<file path="src/design/tds_pkg.sv">
`timescale 1ns / 1ps

package tds_pkg;

	localparam int COORD_BITS     = 12;
	localparam int SCORE_BITS     = 16;
	localparam int CFG_DATA_BITS  = 16;
	localparam int CFG_INDEX_BITS = 2;
	localparam int MAX_POINTS_DEF = 64;

	localparam logic [SCORE_BITS-1:0] THRESHOLD_RST = 16'd19661;
	localparam logic [COORD_BITS-1:0] TMPL_W_RST    = 12'd32;
	localparam logic [COORD_BITS-1:0] TMPL_H_RST    = 12'd32;

	typedef enum logic [CFG_INDEX_BITS-1:0] {
		REG_THRESHOLD = 2'd0,
		REG_TMPL_W    = 2'd1,
		REG_TMPL_H    = 2'd2,
		REG_NONE      = 2'd3
	} reg_index_t;

	typedef struct packed {
		logic signed [SCORE_BITS-1:0] score;
		logic [COORD_BITS-1:0]        col;
		logic [COORD_BITS-1:0]        row;
		logic                         frame_start;
	} item_t;

	typedef struct packed {
		logic [COORD_BITS-1:0] point_x;
		logic [COORD_BITS-1:0] point_y;
		logic                  table_overflow;
	} result_t;

	typedef struct packed {
		logic [COORD_BITS-1:0] x;
		logic [COORD_BITS-1:0] y;
	} point_t;

	typedef struct packed {
		logic   valid;
		logic   clear;
		logic   cand;
		point_t pt;
	} req_t;

endpackage

</file>
<file path="src/design/tds_scan.sv">
`timescale 1ns / 1ps

module tds_scan #(
	parameter int MAX_POINTS = tds_pkg::MAX_POINTS_DEF
) (
	input  logic                            clk,
	input  logic                            arst_n,
	input  tds_pkg::req_t                   req,
	input  logic [tds_pkg::COORD_BITS-1:0]  tmpl_w,
	input  logic [tds_pkg::COORD_BITS-1:0]  tmpl_h,
	output logic                            busy,
	output logic                            res_valid,
	output tds_pkg::result_t                res
);

	localparam int CNT_W = $clog2(MAX_POINTS + 1);
	localparam int IDX_W = (MAX_POINTS > 1) ? $clog2(MAX_POINTS) : 1;
	localparam int CW    = tds_pkg::COORD_BITS;

	typedef enum logic [1:0] {
		ST_IDLE = 2'b01,
		ST_SCAN = 2'b10
	} state_t;

	function automatic logic [CW-1:0] absdiff(input logic [CW-1:0] a, input logic [CW-1:0] b);
		return (a > b) ? (a - b) : (b - a);
	endfunction

	state_t                 state_q, state_d;
	logic [CNT_W-1:0]       count_q, count_d;
	logic [CNT_W-1:0]       issue_q, issue_d;
	tds_pkg::point_t        cand_q, cand_d;
	logic                   rd_vld_s1, rd_vld_d;
	tds_pkg::point_t        rd_pt_s1;
	tds_pkg::point_t        mem_q [MAX_POINTS];
	logic                   wr_en;
	logic [IDX_W-1:0]       wr_idx;
	tds_pkg::point_t        wr_pt;
	logic                   emit;
	logic                   emit_ovf;
	tds_pkg::point_t        emit_pt;
	tds_pkg::result_t       res_q;
	logic                   res_vld_q;
	logic                   issue_more;
	logic                   full;
	logic                   hit;

	assign issue_more = (issue_q != count_q);
	assign full       = (count_q == CNT_W'(MAX_POINTS));
	assign hit        = rd_vld_s1
		&& (absdiff(rd_pt_s1.x, cand_q.x) < tmpl_w)
		&& (absdiff(rd_pt_s1.y, cand_q.y) < tmpl_h);

	always_comb begin
		state_d  = state_q;
		count_d  = count_q;
		issue_d  = issue_q;
		cand_d   = cand_q;
		rd_vld_d = 1'b0;
		emit     = 1'b0;
		emit_ovf = 1'b0;
		emit_pt  = req.pt;
		wr_en    = 1'b0;
		wr_idx   = '0;
		wr_pt    = req.pt;
		unique case (state_q)
			ST_IDLE: begin
				if (req.valid) begin
					if (req.clear) begin
						count_d = '0;
					end
					if (req.cand) begin
						if (req.clear || (count_q == '0)) begin
							emit    = 1'b1;
							emit_pt = req.pt;
							wr_en   = 1'b1;
							wr_idx  = '0;
							wr_pt   = req.pt;
							count_d = CNT_W'(1);
						end else begin
							cand_d  = req.pt;
							issue_d = '0;
							state_d = ST_SCAN;
						end
					end
				end
			end
			ST_SCAN: begin
				if (hit) begin
					state_d = ST_IDLE;
				end else if (!issue_more && !rd_vld_s1) begin
					emit     = 1'b1;
					emit_pt  = cand_q;
					emit_ovf = full;
					state_d  = ST_IDLE;
					if (!full) begin
						wr_en   = 1'b1;
						wr_idx  = count_q[IDX_W-1:0];
						wr_pt   = cand_q;
						count_d = CNT_W'(count_q + 1'b1);
					end
				end else begin
					rd_vld_d = issue_more;
					if (issue_more) begin
						issue_d = CNT_W'(issue_q + 1'b1);
					end
				end
			end
			default: begin
				state_d = ST_IDLE;
			end
		endcase
	end

	always_ff @(posedge clk or negedge arst_n) begin
		if (!arst_n) begin
			state_q   <= ST_IDLE;
			count_q   <= '0;
			issue_q   <= '0;
			rd_vld_s1 <= 1'b0;
			res_vld_q <= 1'b0;
		end else begin
			state_q   <= state_d;
			count_q   <= count_d;
			issue_q   <= issue_d;
			rd_vld_s1 <= rd_vld_d;
			res_vld_q <= emit;
		end
	end

	always_ff @(posedge clk) begin
		cand_q <= cand_d;
		if (emit) begin
			res_q.point_x        <= emit_pt.x;
			res_q.point_y        <= emit_pt.y;
			res_q.table_overflow <= emit_ovf;
		end
	end

	always_ff @(posedge clk) begin
		if (wr_en) begin
			mem_q[wr_idx] <= wr_pt;
		end
	end

	always_ff @(posedge clk) begin
		if (rd_vld_d) begin
			rd_pt_s1 <= mem_q[issue_q[IDX_W-1:0]];
		end
	end

	assign busy      = (state_q != ST_IDLE);
	assign res_valid = res_vld_q;
	assign res       = res_q;

endmodule

</file>
<file path="src/design/threshold_detection_suppressor_top.sv">
`timescale 1ns / 1ps
// Greedy non-maximum suppression over a raster stream of match scores.
// Input: raise start with an item (score, col, row, frame_start); the item is
// taken at an edge where start is high and busy is low. frame_start empties the
// point table before the item is handled.
// Output: an accepted point shows on result for one cycle with result_valid.
// The receiver cannot stall; every result must be taken in that cycle.
// Config: cfg_valid/cfg_ready with cfg_index (0 threshold, 1 width, 2 height)
// and cfg_data; cfg_ready is always high. Write only while the block is idle.
// Flow: a score below threshold leaves busy low and gives no result.
// A candidate with no stored points is stored and emitted in the next cycle.
// A candidate with n stored points walks the table through one read port and
// one shared distance compare, one point per cycle, with busy high for the walk;
// result in the first cycle with busy low. A suppressed candidate ends its walk
// at the first close point.
// Reset clears the table count, the sequencer and restores the registers to
// threshold 0.6 (Q1.15) and a 32 by 32 template. Table contents need no reset.
module threshold_detection_suppressor_top #(
	parameter int MAX_POINTS = tds_pkg::MAX_POINTS_DEF
) (
	input  logic                                clk,
	input  logic                                arst_n,
	input  logic                                start,
	output logic                                busy,
	input  tds_pkg::item_t                      item,
	output logic                                result_valid,
	output tds_pkg::result_t                    result,
	input  logic                                cfg_valid,
	output logic                                cfg_ready,
	input  logic [tds_pkg::CFG_INDEX_BITS-1:0]  cfg_index,
	input  logic [tds_pkg::CFG_DATA_BITS-1:0]   cfg_data
);

	logic signed [tds_pkg::SCORE_BITS-1:0] threshold_q;
	logic [tds_pkg::COORD_BITS-1:0]        tmpl_w_q;
	logic [tds_pkg::COORD_BITS-1:0]        tmpl_h_q;
	tds_pkg::req_t                         req;
	logic                                  cfg_we;

	assign cfg_ready = 1'b1;
	assign cfg_we    = cfg_valid && cfg_ready;

	always_ff @(posedge clk or negedge arst_n) begin
		if (!arst_n) begin
			threshold_q <= tds_pkg::THRESHOLD_RST;
			tmpl_w_q    <= tds_pkg::TMPL_W_RST;
			tmpl_h_q    <= tds_pkg::TMPL_H_RST;
		end else if (cfg_we) begin
			unique case (tds_pkg::reg_index_t'(cfg_index))
				tds_pkg::REG_THRESHOLD: threshold_q <= cfg_data[tds_pkg::SCORE_BITS-1:0];
				tds_pkg::REG_TMPL_W:    tmpl_w_q    <= cfg_data[tds_pkg::COORD_BITS-1:0];
				tds_pkg::REG_TMPL_H:    tmpl_h_q    <= cfg_data[tds_pkg::COORD_BITS-1:0];
				default: begin
				end
			endcase
		end
	end

	always_comb begin
		req.valid = start && !busy;
		req.clear = item.frame_start;
		req.cand  = !(item.score < threshold_q);
		req.pt.x  = item.col;
		req.pt.y  = item.row;
	end

	tds_scan #(
		.MAX_POINTS (MAX_POINTS)
	) u_scan (
		.clk       (clk),
		.arst_n    (arst_n),
		.req       (req),
		.tmpl_w    (tmpl_w_q),
		.tmpl_h    (tmpl_h_q),
		.busy      (busy),
		.res_valid (result_valid),
		.res       (result)
	);

endmodule

</file>
<file path="config.mk">
export PLATFORM = sky130hd
export DESIGN_NAME = threshold_detection_suppressor_top
export DESIGN_NICKNAME = d
export VERILOG_FILES = /design/src/design/tds_pkg.sv /design/src/design/tds_scan.sv /design/src/design/threshold_detection_suppressor_top.sv
export SDC_FILE = /design/constraint.sdc
export NUM_CORES = 2
export LEC_CHECK = 0
export ABC_AREA = 1
export BUFFER_PORTS_ARGS = -buffer_cell sky130_fd_sc_hd__buf_2
export CORE_MARGIN = 8
export CORE_UTILIZATION = 30
export DETAILED_ROUTE_END_ITERATION = 6
export SLEW_MARGIN = 5
export SYNTH_ARGS = -nofsm -noshare
export SYNTH_HDL_FRONTEND = slang
export SYNTH_SLANG_ARGS = --single-unit
</file>
<file path="constraint.sdc">
create_clock -name clk -period 5 [get_ports clk]
set_input_delay 0.75 -clock clk [delete_from_list [all_inputs] [get_ports clk]]
set_output_delay 0.75 -clock clk [all_outputs]
set_load 0.01 [all_outputs]
</file>
# After elaboration in Yosys (flattened, before gate mapping)
# Memories as Yosys holds them, arrays and structs flattened. A register that Yosys moved wholly into a read port is not among the register bits.
# Cells that the tools add are included.
[totals]
register_bits = 107
in_bits = 63
wordCells = 113
out_inout_bits = 28
ramBits = 1536
latchBits = 0
memories = 1
romBits = 0
[classes]
n_bitwise = 4
n_reduce_logical = 19
shifts = 0
order_cmp = 5
eq_ne = 16
mux = 49
div_mod_pow = 0
n_addsub = 6
mul = 0
[mem_list]
columns = ["name", "depth", "word_bits", "rd", "rd_ports_with_merged_regs", "wr", "line_no", "text"]
rows = [
  ["u_scan.mem_q", 64, 24, 1, 1, 1, "tds_scan.sv:35", "tds_pkg::point_t mem_q [MAX_POINTS];"],
]
[ops]
columns = ["cell", "count"]
rows = [
  ["$mux W24", 7],
  ["$mux W7", 13],
  ["$sub A12 B12 Y12", 4],
  ["$pmux W7 S2", 2],
  ["$gt A12 B12 Y1", 2],
  ["$lt A12 B12 Y1", 2],
  ["$mux W12", 2],
  ["$mux W6", 4],
  ["$lt A16 B16 Y1", 1],
  ["$add A7 B1 Y7 const B", 2],
  ["$mux W1", 13],
  ["$ne A2 B2 Y1 const B", 6],
  ["$mux W2", 5],
  ["$reduce_and A4 Y1", 2],
  ["$eq A7 B7 Y1 const B", 1],
  ["$logic_not A7 Y1", 1],
  ["$ne A7 B7 Y1", 1],
  ["$reduce_and A7 Y1", 1],
  ["$ne A2 B1 Y1 const B", 3],
  ["$reduce_and A2 Y1", 3],
  ["$reduce_and A5 Y1", 1],
  ["$eq A2 B1 Y1 const B", 2],
  ["$eq A2 B2 Y1 const B", 2],
  ["$logic_and A1 B1 Y1", 4],
  ["other kinds (9)", 15],
]

# Depth between registers and ports, before layout
[depth]
word_depth = 9
depth_mapped = 28
depth_no_buf = 28

# Modules after synthesis
# Synthesis repeated with hierarchy kept, for this count alone.
[hier_totals]
cells_unflattened = 5502
area_unflattened_um2 = 68632.1
[by_module_without_submodules]
columns = ["module", "area_per_inst_um2", "instances", "seq_area_each_um2", "cells_per_inst"]
rows = [
  ["tds_scan", 66662.7, 1, 48768.0, 5283],
  ["threshold_detection_suppressor_top", 1969.4, 1, 1013.5, 219],
]

# Worst setup path after synthesis
# Ideal clock, no wire load.
[synth_path]
path_type = "register to register"
startpoint = "reg u_scan.issue_q[1]"
endpoint = "mem u_scan.mem_q[0][10] in the netlist's numbering (data pin)"
arrival_ps = 4036
period_less_slack_ps = 4738
t_required_ps = 4298
path_slack_ps = 262
path_buffers = 2
stages_incl_launch_ff = 10
setup_time_ps = 702
cell_sequence = "dfrtp_1 buf_6 xnor2_1 nand4_2 nor2_4 nand3_4 inv_4 nand2_2 clkbuf_1 o21ai_0"
[synth_lines]
columns = ["element", "line_no", "text"]
rows = [
  ["from (decl)", "tds_scan.sv:31", "logic [CNT_W-1:0] issue_q, issue_d;"],
  ["from (signal assigned)", "tds_scan.sv:125", "issue_q <= issue_d;"],
  ["to (decl)", "tds_scan.sv:35", ""],
]

# Worst setup path in the final report
[layout_path]
startpoint = "reg u_scan.rd_pt_s1[0] (netlist name)"
endpoint = "reg u_scan.rd_pt_s1[0] (netlist name)"
[layout_via]
elab_chain_cells = 6
word_cells_on_any_way = 8
cone_classes = "2 x add/sub; 2 x order compare; 3 x mux; 1 x reduce/logical"
[layout_lines]
columns = ["element", "line_no", "text"]
rows = [
  ["$sub A12 B12 Y12 / $gt A12 B12 Y1 (equally long branches)", "tds_scan.sv:26", "return (a > b) ? (a - b) : (b - a);"],
  ["$mux W12 (*)", "tds_scan.sv:26", ""],
  ["$lt A12 B12 Y1 (*)", "tds_scan.sv:52", "&& (absdiff(rd_pt_s1.y, cand_q.y) < tmpl_h);"],
  ["$logic_and A1 B1 Y1 (*)", "tds_scan.sv:52", ""],
  ["$mux W1 (*)", "tds_scan.sv:89", "if (hit) begin"],
  ["$mux W1 (*)", "tds_scan.sv:66", "unique case (state_q)"],
  ["named net u_scan.rd_vld_d", "tds_scan.sv:33", "logic rd_vld_s1, rd_vld_d;"],
]
# Mark *: on every way through the listed nets, which the timed path passes. The rest lies on a longest branch.
# A chain may end at the register's enable or synchronous reset.

==> impl_results.md <==
- Hold Vio Cnt, Final: 0
- Met2 WL post-DR: 89700 µm
- Startpoint types: register
- Setup_tns: 0 ns
- Async S/R FF share, synth: 0.0348
- Share of the synthesized area in the top cell type: 0.704
- Vias in the first global route: 43200
- Synth-to-layout area growth: 15.6%
- Uppermost layer routed: met5
- Routed wl met3: 22800 µm
- Port bufs: 89
- Library cells used by synthesis: 50
- VDD IR max: 0.000364 V
- Vias: 46300
- Leading area contributor after synthesis: edfxtp_1
- Worst path arrival time: 4.70 ns
- Clock tree from TritonCTS: yes
- Hold depth: 1
- Tot GR Track Use: 0.164
- Largest cells by area after synthesis: edfxtp_1, o21ai_0, nor2_1
- Layout cells sized above 1: 0.113
- F_max: 233 MHz
- Post-Route WL: 209000 µm
- Largest net degree at the start of global routing: 179
- Clk_lat worst skew: 0.82 ns
- Final worst-path cycle share: 0.858
- Worst hold path type: in2reg
- Clk slew on worst S/H paths: 0.06 ns
- GRT overflow: 0
- Reg2Reg Depth: 24
- Pre-CTS setup slack: 0.709 ns
- I/O pin total: 91
- Seq cells post-synth: 1667
- CTS root buf: clkbuf_16
- Static leakage: 0.0264 µW
- Net Count, Synth: 5600
- Post-Syn Area: 68700 µm²
- Pwr Density: 423 nW/µm²
- Min Tclk post-route: 4.29 ns
- Met1 WL: 88800 µm
- GPL Wtd Cong: 0.885
- First-pass DRT Iterations: 6
- YS warnings: 0
- Htree depth: 4
- Worst-case clock skew: 0.0649 ns
- # rows: 175
- Placed Area: 73700 µm²
- Seq/Total Area, Yosys: 0.725
- Setup ws final: 0.712 ns
- Post-route DRC: 0
- Critical-path maximum fanout: 27
- Detailed placement HPWL: 124000 µm
- Die width: 494 µm
- Avg WL per Cell: 24.1 µm
- Maximum buffer depth of the clock tree: 3
- CTS buffer count: 172
- Final ANT Viol Nets: 0
- First-pass GRT wire length: 301000 µm
- Number of endpoints failing setup at the final stage: 0
- Syn avg cell area: 12.6 µm²
- Nets: 5668
- Status: finished, final reports clean
- Synth Flop Type: edfxtp_1
- Top-count cell post-synth: edfxtp_1
- Slew margin rel.: 0.265
- Die Area: 245000 µm²
- Worst setup EP type: register
- CP Class: reg2reg
- Worst Tran Pin Value: 1.10 ns
- Clock Sink Count: 1667
- Core area: 227000 µm²
- CP required: 5.41 ns
- Final core utilization: 0.349
- PostCTS Resize Cnt: 0
- Unrepaired setup endpoints after global routing: false
- DR vias/cell: 5.33
- Synth cell count leaders: edfxtp_1, o21ai_0, nor2_1
- MaxCap Viol Count: 0
- Post-route cell area: 79400 µm²
- Starting Density: 0.302
- Hold Slack: 0.171 ns
- Slew Limit Fails: 0
- DRT iter0 DRCs: 6159
- EDFF count, synth: 1609
- Die Y: 494 µm
- Post-Synthesis Cells: 5445
- Initial antenna violation count: 16
repair_timing:
item                                   CTS  global route
hold buffers                             1             0
endpoints found under the hold margin    5             0
setup buffers                            0             0
layout by cell type (no fill, tap or decap), types with 26 or more instances in the layout:
cell type  count
o21ai_0      869
buf_12        50
nor2_1       831
buf_4        109
nand4_1       83
o221ai_1     159
a21oi_1       92
nand3_1      175
o22ai_1      226
inv_1        180
clkinv_2      26
clkinv_1      35
clkbuf_16    174
buf_2         89
edfxtp_1    1609
clkbuf_1      44
nand2_1      471
dfrtp_1       43
ha_1          88
o211ai_1      36
nor2_2        61
worst paths after layout:
path / from / endpoint / slack, ns
max: u_scan.rd_pt_s1[0]$_DFFE_PP_ / u_scan.rd_pt_s1[0]$_DFFE_PP_ / 0.71
min: item[24] / u_scan.cand_q[23]$_DFFE_PP_ / 0.17
max reg2reg: u_scan.rd_pt_s1[0]$_DFFE_PP_ / u_scan.rd_pt_s1[0]$_DFFE_PP_ / 0.71
min reg2reg: threshold_q[14]$_DFFE_PN1P_ / threshold_q[14]$_DFFE_PN1P_ / 0.48
max in group asynchronous: arst_n / threshold_q[11]$_DFFE_PN1P_ / 3.52
min in group asynchronous: arst_n / threshold_q[15]$_DFFE_PN0P_ / 0.56
cell families after synthesis:
family	Yosys count	share of synthesized area
buf+inv	548	0.0328
other cells	1	0.0000546
simple gates	1673	0.102
flops	1667	0.725
fa+ha+maj	92	0.0172
compound gates	1437	0.120
xor+xnor	27	0.00355
metrics by stage:
step	power [µW]	cells
after floorplan	18900	5445
after global placement	20900	8347
after detailed placement	20900	8347
after CTS	33700	8664
after global routing	34700	8665
final	33600	8671
metal layers:
| layer | up-vias | track usage |
|---|---|---|
| li1 | 20300 | - |
| met1 | 23000 | 0.240 |
| met2 | 2591 | 0.239 |
| met3 | 338 | 0.0349 |
| met4 | 2 | 0.0586 |
| met5 | - | 0 |
critical path, cell delays in order, from the launching register on:
cell	delay, ns
edfxtp_1	0.41
inv_1	0.08
ha_1	0.16
inv_1	0.08
fa_1	0.43
nand3_1	0.11
nand2_1	0.08
a21oi_1	0.18
o21ai_1	0.08
nand2_1	0.36
inv_2	0.18
nand2_1	0.12
nand4_1	0.10
nand2_1	0.08
inv_1	0.04
ha_1	0.28
nand2_1	0.06
inv_1	0.08
nand3_1	0.10
nor3_1	0.14
nand2_1	0.08
nand2_1	0.11
o21bai_1	0.12
nor2_2	0.08
buf_4	0.39
registers in the layout (all words and copies together) (netlist names):
| register | cells |
|---|---|
| u_scan.mem_q | 1536 |
| u_scan.res | 25 |
| u_scan.cand_q | 24 |
| u_scan.rd_pt_s1 | 24 |
| threshold_q | 16 |
| tmpl_h_q | 12 |
| tmpl_w_q | 12 |
| u_scan.count_q | 7 |
| u_scan.issue_q | 7 |
| u_scan.state_q | 2 |
| u_scan.rd_vld_s1 | 1 |
| u_scan.res_valid | 1 |
where the power goes:
part           switching (µW)  leakage (µW)  total [µW]  internal [µW]
Combinational            3550       0.00845        4650           1100
Sequential                112        0.0152       16100          15900
Clock                    5490       0.00273       12900           7430
Total                    9150        0.0264       33600          24500
area by class of cell:
| cell class | count | area [µm²] |
|---|---|---|
| multi-input cells | 3230 | 17100 |
| diodes | 7 | 17.5 |
| inverters | 193 | 749 |
| clock inverters | 98 | 1130 |
| repair buffers | 249 | 2270 |
| well taps | 3009 | 3760 |
| clock buffers | 218 | 4520 |
| fillers | 21800 | 148000 |
| flip-flops and latches | 1667 | 49800 |
Note: power is estimated with default switching activity, not from simulation.
